===== config.mk =====
export PLATFORM = sky130hd
export DESIGN_NAME = tlgpb_ctrl
export DESIGN_NICKNAME = d
export VERILOG_FILES = /design/src/tlgpb_pkg.sv /design/src/tlgpb_ctrl.sv
export SDC_FILE = /design/constraint.sdc
export NUM_CORES = 1
export LEC_CHECK = 0
export BUFFER_PORTS_ARGS = -buffer_cell sky130_fd_sc_hd__buf_2
export CAP_MARGIN = 10
export CELL_PAD_IN_SITES_DETAIL_PLACEMENT = 0
export CELL_PAD_IN_SITES_GLOBAL_PLACEMENT = 1
export CORE_AREA = 2 2 39 41
export DETAILED_ROUTE_END_ITERATION = 10
export DIE_AREA = 0 0 41 43
export MAX_ROUTING_LAYER = met4
export PLACE_DENSITY = 0.46
export SETUP_SLACK_MARGIN = 0.1
export SYNTH_ARGS = -nofsm -noshare
export SYNTH_HDL_FRONTEND = slang
export SYNTH_SLANG_ARGS = --single-unit

===== constraint.sdc =====
create_clock -name clk -period 1 [get_ports clk]
set_clock_uncertainty 0.05 [all_clocks]
set_input_delay 0.15 -clock clk [delete_from_list [all_inputs] [get_ports clk]]
set_output_delay 0.15 -clock clk [all_outputs]
set_load 0.05 [all_outputs]

===== src/tlgpb_pkg.sv =====
// Shared constants, types and functions of the two-level grid point binner.
// No dependencies.
package tlgpb_pkg;

  localparam int unsigned MAX_COARSE_SIDE = 8;
  localparam int unsigned MAX_FINE_SIDE   = 8;
  localparam int unsigned COORD_FRAC_BITS = 32;

  localparam int unsigned COORD_W    = 33;
  localparam int unsigned ID_W       = 40;
  localparam int unsigned CELL_W     = 6;
  localparam int unsigned COUNT_W    = 32;
  localparam int unsigned QUOTA_W    = 8;
  localparam int unsigned SIDE_CFG_W = 4;
  localparam int unsigned CLAMP_W    = 5;

  localparam logic [COUNT_W-1:0] COUNT_MAX = '1;

  localparam int unsigned APB_ADDR_W = 5;
  localparam int unsigned APB_DATA_W = 32;
  localparam int unsigned REG_IDX_W  = 3;

  localparam logic [REG_IDX_W-1:0] REG_COARSE_COLS = 3'd0;
  localparam logic [REG_IDX_W-1:0] REG_COARSE_ROWS = 3'd1;
  localparam logic [REG_IDX_W-1:0] REG_FINE_COLS   = 3'd2;
  localparam logic [REG_IDX_W-1:0] REG_FINE_ROWS   = 3'd3;
  localparam logic [REG_IDX_W-1:0] REG_INIT_QUOTA  = 3'd4;

  typedef struct packed {
    logic [SIDE_CFG_W-1:0] coarse_cols;
    logic [SIDE_CFG_W-1:0] coarse_rows;
    logic [SIDE_CFG_W-1:0] fine_cols;
    logic [SIDE_CFG_W-1:0] fine_rows;
    logic [QUOTA_W-1:0]    init_quota;
  } cfg_t;

  typedef struct packed {
    logic [ID_W-1:0]    point_id;
    logic [CELL_W-1:0]  coarse_cell;
    logic [CELL_W-1:0]  fine_cell;
    logic               to_init;
    logic [COUNT_W-1:0] cell_count;
    logic               flush_after;
  } res_t;

  typedef struct packed {
    logic clear;
    logic load;
    logic split;
    logic scale;
    logic index;
    logic commit;
  } dp_cmd_t;

  typedef struct packed {
    logic clear_last;
    logic out_free;
  } dp_stat_t;

  // zero reads as one, values above the maximum read as the maximum
  function automatic logic [CLAMP_W-1:0] clamp_side(input logic [SIDE_CFG_W-1:0] v,
                                                    input int unsigned maxv);
    logic [CLAMP_W-1:0] r;
    if (v == '0) begin
      r = CLAMP_W'(1);
    end else if (32'(v) > maxv) begin
      r = CLAMP_W'(maxv);
    end else begin
      r = CLAMP_W'(v);
    end
    return r;
  endfunction

endpackage


===== src/tlgpb_ctrl.sv =====
// Controller of the binner: clearing pass, per-point step sequence, output hand-off.
// Depends on tlgpb_pkg.
module tlgpb_ctrl (
  input  logic                clk,
  input  logic                rst,
  input  logic                in_valid,
  output logic                in_ready,
  input  tlgpb_pkg::dp_stat_t stat,
  output tlgpb_pkg::dp_cmd_t  cmd
);

  localparam logic [2:0] S_CLEAR  = 3'd0;
  localparam logic [2:0] S_IDLE   = 3'd1;
  localparam logic [2:0] S_SPLIT  = 3'd2;
  localparam logic [2:0] S_SCALE  = 3'd3;
  localparam logic [2:0] S_INDEX  = 3'd4;
  localparam logic [2:0] S_READ   = 3'd5;
  localparam logic [2:0] S_UPDATE = 3'd6;

  logic [2:0] state;
  logic [2:0] state_next;

  always_ff @(posedge clk) begin
    if (rst) begin
      state <= S_CLEAR;
    end else begin
      state <= state_next;
    end
  end

  always_comb begin
    state_next = state;
    cmd        = '0;
    in_ready   = 1'b0;
    case (state)
      S_CLEAR: begin
        cmd.clear = 1'b1;
        if (stat.clear_last) begin
          state_next = S_IDLE;
        end
      end
      S_IDLE: begin
        in_ready = 1'b1;
        if (in_valid) begin
          cmd.load   = 1'b1;
          state_next = S_SPLIT;
        end
      end
      S_SPLIT: begin
        cmd.split  = 1'b1;
        state_next = S_SCALE;
      end
      S_SCALE: begin
        cmd.scale  = 1'b1;
        state_next = S_INDEX;
      end
      S_INDEX: begin
        cmd.index  = 1'b1;
        state_next = S_READ;
      end
      S_READ: begin
        state_next = S_UPDATE;
      end
      S_UPDATE: begin
        if (stat.out_free) begin
          cmd.commit = 1'b1;
          state_next = S_IDLE;
        end
      end
      default: begin
        state_next = S_CLEAR;
      end
    endcase
  end

endmodule


# --- After elaboration in Yosys (flattened, before gate mapping) ---
# Index checks and enable logic that the tools add are counted.
word_totals:
  register_bits: 3
  elab_cells: 25
op_classes:
  n_eq_ne: 9
  mux: 13
  reduce_logical: 2
ops:
  columns: ["operator", "count"]
  rows:
  - ["case mux 3 bit (7 select lines)", 1]
  - ["equality test 3 bit, second input constant", 3]
  - ["2-to-1 mux 1 bit", 9]
  - ["2-to-1 mux 3 bit", 3]
  - ["equality test 3 x 2 -> 1 bit, second input constant", 2]
  - ["!= test 2 bit, second input constant", 3]
  - ["equality test 3 x 1 -> 1 bit, second input constant", 1]
  - ["zero test 3 bit", 1]
  - ["AND reduction 3 bit", 1]

# --- Logic depth before layout (Yosys ltp) ---
# Gate-level depths: netlist (run 1).
depth:
  ltp_word: 3
  depth_mapped: 4

# --- Least setup slack after synthesis (run 1) ---
# No wires, ideal clock.
synth_path:
  kind: "register to output"
  startpoint: "reg state[2]"
  endpoint: "out cmd[4] (netlist name)"
  t_arrival_ns: 1.691
  required_ns: 0.800
  setup_slack_ns: -0.891
  stages_incl_launch_ff: 4
  path_cell_list: "dfxtp_1 > buf_2 > nor3b_2 > and2_1"
synth_rtl:
  columns: ["element", "line_no", "rtl"]
  rows:
  - ["from (decl)", "tlgpb_ctrl.sv:20", "logic [2:0] state;"]
  - ["from (signal assigned)", "tlgpb_ctrl.sv:27", "state <= state_next;"]
  - ["to (decl)", "tlgpb_ctrl.sv:9", "output tlgpb_pkg::dp_cmd_t cmd"]

==> results of run 1 <==
[cells by family after synthesis]
logic type | after synthesis
AO/OA/AOI/OAI | 6
flip-flops | 3
AND/OR/NAND/NOR | 12
buffers and inverters | 5
[where the power goes]
group | leakage, uW | internal [uW] | switching (uW)
combinational | 0.000181 | 143 | 154
clock | 0.0000150 | 150 | 62.1
sequential | 0.0000264 | 130 | 14.0
total | 0.000222 | 423 | 230
[layout by cell type, fill, tap and decap left out, types with 2 or more instances in the layout]
master / Yosys / layout
a21oi_2: 0 / 2
buf_2: 1 / 4
buf_4: 1 / 7
buf_6: 1 / 9
buf_8: 0 / 4
clkbuf_4: 0 / 3
dfxtp_4: 0 / 2
nand2_1: 2 / 2
[metal layers]
metal | wire (um) | track usage (%) | share of wire, %
met1 | 279 | 10.3 | 37
met2 | 425 | 13.1 | 56
met3 | 35 | 1.57 | 4.6
met4 | 14 | 8.00 | 1.9
met5 | 0 | - | 0
[final timing paths]
check             slack, ns  depth (start not counted)                  start                    end
setup / recovery      -0.37                          4  state[1]$_SDFFE_PP0P_                 cmd[1]
hold / removal         0.08                          2                    rst  state[2]$_SDFFE_PP0P_
hold reg to reg        0.62                          4  state[1]$_SDFFE_PP0P_  state[2]$_SDFFE_PP0P_
setup reg to reg      -0.18                          4  state[2]$_SDFFE_PP0P_  state[0]$_SDFFE_PP0P_
[critical path: cells and delay by family, from the launching register on]
kind                   cells  cell delay, ns
and+or+nand+nor            1            0.19
DFF                        1            0.32
buffers and inverters      3            0.42
[layout make-up]
| cell class | instances | area [sq um] | area share [%] |
|---|---|---|---|
| Clock buffer | 4 | 26.3 | 4.91 |
| Inverter | 2 | 11.3 | 2.10 |
| Multi-Input combinational cell | 18 | 175 | 32.7 |
| Sequential cell | 3 | 68.8 | 12.9 |
| Tap cell | 16 | 20.0 | 3.74 |
| Timing Repair Buffer | 24 | 234 | 43.7 |
[per-stage QoR]
stage / power [uW] / cell area [sq um]
finish: 653 / 536
global route: 691 / 536
CTS: 635 / 488
detailed placement: 355 / 354
global placement: 354 / 354
floorplan: 304 / 260
[timing repair]
item / in CTS / in global routing
pin swaps: 5 / 2
setup endpoints to repair: 10 / 10
buffers inserted: 2 / 4
gates resized for setup: 28 / 6
gates cloned: 0 / 0
==> results.yml, run 1 <==
global_route:
  grt_pass1_wl_um: 1060
  grt_pass1_vias: 265
  track_usage_pct: 9.15
  grt-ovfl-total: 0
  grt_max_degree: 10
  antenna_found_initial: 0
synth:
  ys_top_cells_by_area: "dfxtp_1 (28%), nor3b_2 (5.8%), nor4_1 (5.8%), and4b_2 (5.3%), buf_6 (5.3%)"
  synth_ff_type: "dfxtp_1"
  async_flop_share_pct: 0
  synthCells: 26
  synth_area_sq_um: 214
  synth_top_area_share_pct: 28.1
  synth_compound_area_share_pct: 18.7
  syn-num-nets: 31
  synth_seq_cells: 3
  synth-seq-area-share_pct: 28.1
  synth_fa_ha_area_share_pct: 0
  yosys.area_share.simple_pct: 38.6
  yosysTopAreaCell: "dfxtp_1"
  ys_top_cells_by_count: "dfxtp_1 (3), a21oi_1 (2), nand2_1 (2), nor3_1 (2), nor4_1 (2)"
  yosys_warnings: 0
  synth-edff-count: 0
  synth_most_common_cell: "dfxtp_1"
  synth_xor_area_share_pct: 0
  synth.avg_cell_area_sq_um: 8.23
  synth.distinct_cells: 20
  synth_top_family_by_area: "simple AND/OR/NAND/NOR gates"
  synthMuxAreaShare_pct: 0
clock_tree:
  cts_root_buffer: "clkbuf_4"
  postCtsHoldBufs: 0
  cts_max_level: 1
  clk_pin_slew_ns: 0.04
  cts_tree: "yes"
  numClockSinks: 3
  clock_path_buffers: 2
  clk_latency_ns: 0.23
  cts_inserted_buffers: 3
placement:
  portBuffers: 11
  gp_congestion: 0.759
  hpwlAfterDp_um: 435
  dp_cells: 57
  dp_slack_ns: -0.260
detailed_routing:
  ant_nets: 0
  viasPerCell: 4.30
  routed_wl_um: 756
  avgRoutedWirePerCell_um: 11.3
  dr.pass1.iters: 4
  drtIter0Drc: 1
  vias: 288
  drc: 0
timing:
  finalCritPeriodShare_pct: 137
  worst_slew_pin_slew_ns: 0.290
  slew_headroom_pct: 80.5
  hold_viol_final: 0
  finalCriticalPeriod_ns: 1.37
  fin_ws_ns: -0.371
  rsz0062_at_grt: "true"
  tns_ns: -2.64
  hold_ws_ns: 0.0788
  finalSetupViolCount: 9
  max_freq_mhz: 729
  drv_slew: 0
power_and_ir_drop:
  power.leakage_uw: 0.000222
  vdd_drop_max_v: 0.000636
  power.density_nw_per_um2: 1220
critical_path:
  critPathLaunchType: "flip-flop"
  worstPathCellList: "buf_6 -> buf_6 -> nor3b_2 -> buf_6"
  arrival_ns: 1.17
  cp_slowest_cell: "dfxtp_2"
  cp.required_ns: 0.80
  crit_type: "flip-flop to output port"
  crit_top_cell: "buf_6"
  crit_fanout: 5
  slowest_delay_ns: 0.32
  end_kind: "output port"
floorplanning:
  start_util_pct: 15.5
  dieWidth_um: 41
  chipHeight_um: 43
  row_count: 14
  core_sq_um: 1380
  ios: 12
  dieArea_sq_um: 1760
finish:
  diodes: 0
  nFillCells: 161
  drive_above_1_share_pct: 84.3
  top_regs: "state (3)"
  fin_util_pct: 38.7
  finalNetCount: 57
  post_layout_nonfiller_instances: 67
  top_register: "state"
  synthToLayoutAreaGrowth_pct: 150
  largest_reg_flops: 3
run:
  cap_violations: 0
run_status:
  violations: "setup timing"
  outcome: "finished, violations left"
worst_hold_path:
  holdCritPathClass: "input port to flip-flop"
Power figures use the tool's default switching activity.
==> run 2, diff against run 1 <==
--- a/config.mk
+++ b/config.mk
@@ -6,7 +6,7 @@
 export NUM_CORES = 1
 export LEC_CHECK = 0
 export BUFFER_PORTS_ARGS = -buffer_cell sky130_fd_sc_hd__buf_2
-export CAP_MARGIN = 10
+export CAP_MARGIN = 25
 export CELL_PAD_IN_SITES_DETAIL_PLACEMENT = 0
 export CELL_PAD_IN_SITES_GLOBAL_PLACEMENT = 1
 export CORE_AREA = 2 2 39 41
@@ -15,6 +15,7 @@
 export MAX_ROUTING_LAYER = met4
 export PLACE_DENSITY = 0.46
 export SETUP_SLACK_MARGIN = 0.1
+export SKIP_CTS_REPAIR_TIMING = 1
 export SYNTH_ARGS = -nofsm -noshare
 export SYNTH_HDL_FRONTEND = slang
 export SYNTH_SLANG_ARGS = --single-unit
==> results.yml, run 2 (synthesis results as in run 1) <==
critical_path:
  worstPathCellList: "buf_6 -> nor3b_4 -> and2_4 -> buf_8"
  end_kind: "output port"
  cp_slowest_cell: "dfxtp_2"
  r2r_slack_ns: -0.21
  arrival_ns: 1.17
  rr_endpoint: "state[0]$_SDFFE_PP0P_"
  slowest_delay_ns: 0.32
  r2r_start: "state[1]$_SDFFE_PP0P_"
  critPathLaunchType: "flip-flop"
  crit_fanout: 5
  cp.required_ns: 0.80
  rr_worst_depth: 4
  crit_type: "flip-flop to output port"
finish:
  final_common_cell: "buf_4"
  largest_reg_flops: 3
  top_register: "state"
  diodes: 0
  top_regs: "state (3)"
  drive_above_1_share_pct: 79.2
  fin_area_sq_um: 488
  synthToLayoutAreaGrowth_pct: 128
  layout_common_cells: "buf_4 (8), buf_6 (5), buf_2 (4), buf_8 (4), clkbuf_4 (3)"
  finalNetCount: 54
  fin_util_pct: 35.3
global_route:
  track_usage_pct: 7.61
  grt_pass1_vias: 220
  antenna_found_initial: 0
  grt_max_degree: 11
  grt_pass1_wl_um: 862
  grt-ovfl-total: 0
clock_tree:
  cts_root_buffer: "clkbuf_4"
  clock_path_buffers: 2
  cts_max_level: 1
  cts_inserted_buffers: 3
  cts_tree: "yes"
  numClockSinks: 3
  clk_pin_slew_ns: 0.04
  clk_latency_ns: 0.23
worst_hold_path:
  hold-path-endpoint: "state[0]$_SDFFE_PP0P_"
  holdCritPathClass: "input port to flip-flop"
  hold_path_startpoint: "rst"
  min_path_cells: 2
timing:
  worst_slew_pin_slew_ns: 0.255
  finalCriticalPeriod_ns: 1.37
  finalSetupViolCount: 10
  slew_headroom_pct: 83.0
  fin_ws_ns: -0.366
  rsz0062_at_grt: "true"
  hold_viol_final: 0
  hold_ws_ns: 0.0593
  max_freq_mhz: 732
  drv_slew: 0
  finalCritPeriodShare_pct: 137
detailed_routing:
  ant_nets: 0
  dr.pass1.iters: 1
  viasPerCell: 4.14
  drtIter0Drc: 0
  routed_wl_um: 660
  vias: 265
  avgRoutedWirePerCell_um: 10.3
  drc: 0
floorplanning:
  core_sq_um: 1380
  dieWidth_um: 41
  dieArea_sq_um: 1760
  start_util_pct: 15.5
  chipHeight_um: 43
  ios: 12
  row_count: 14
run_status:
  violations: "setup timing"
  outcome: "finished, violations left"
power_and_ir_drop:
  switchingPower_uw: 221
  p_int_uw: 410
  combPwrFrac_pct: 43.5
  p_total_uw: 630
  switching_share_pct: 35.0
  power.leakage_uw: 0.000203
  power.density_nw_per_um2: 1290
  seq_power_share_pct: 22.9
  pwr-share-clk_pct: 33.6
  vdd_drop_max_v: 0.000611
placement:
  dp_slack_ns: -0.260
  portBuffers: 11
  placed_cell_area_sq_um: 354
  hpwlAfterDp_um: 435
  gp_congestion: 0.759
run:
  cap_violations: 0
==> run 2: how the worst max path moves through the flow <==
stage	from	endpoint	slack, ns	cells after the start
after floorplan	state[2]$_SDFFE_PP0P_	cmd[4]	-0.49	3
after global placement	state[1]$_SDFFE_PP0P_	cmd[4]	-0.26	4
after detailed placement	state[1]$_SDFFE_PP0P_	cmd[4]	-0.26	4
after CTS	state[1]$_SDFFE_PP0P_	cmd[4]	-0.52	4
after global routing	state[1]$_SDFFE_PP0P_	cmd[4]	-0.39	4
final	state[1]$_SDFFE_PP0P_	cmd[4]	-0.37	4
==> run 2: power by group through the flow <==
stage / clock (uW) / combinational (uW) / sequential (uW)
2_1_floorplan: 0 / 164 / 139
3_3_place_gp: 0 / 207 / 147
3_5_place_dp: 0 / 208 / 147
4_1_cts: 226 / 208 / 145
5_1_grt: 232 / 288 / 145
6_report: 212 / 274 / 144
==> run 2: through the flow <==
stage | setup TNS (ns) | cells
after floorplan | -1.81 | 26
after global placement | -1.53 | 57
after detailed placement | -1.54 | 57
after CTS | -3.40 | 61
after global routing | -3.00 | 64
final | -2.61 | 64
==> run 2: per-layer routing <==
metal | track usage [%] | wire (um) | vias to the layer above
met4 | 8.00 | 14 | 0
li1 | - | - | 139
met5 | - | 0 | -
met2 | 9.38 | 349 | 9
met3 | 1.57 | 35 | 2
met1 | 9.29 | 261 | 115
==> run 2: layout make-up <==
cell class / instances / area, sq um
Multi-Input combinational cell: 18 / 165
Sequential cell: 3 / 68.8
Fill cell: 156 / 896
Tap cell: 16 / 20.0
Inverter: 2 / 11.3
Timing Repair Buffer: 21 / 196
Clock buffer: 4 / 26.3
==> run 2: worst max-delay path, delay by kind of cell, from the launching register on <==
family / cells / cell delay [ns]
simple gates: 2 / 0.34
flops: 1 / 0.32
buf+inv: 2 / 0.27
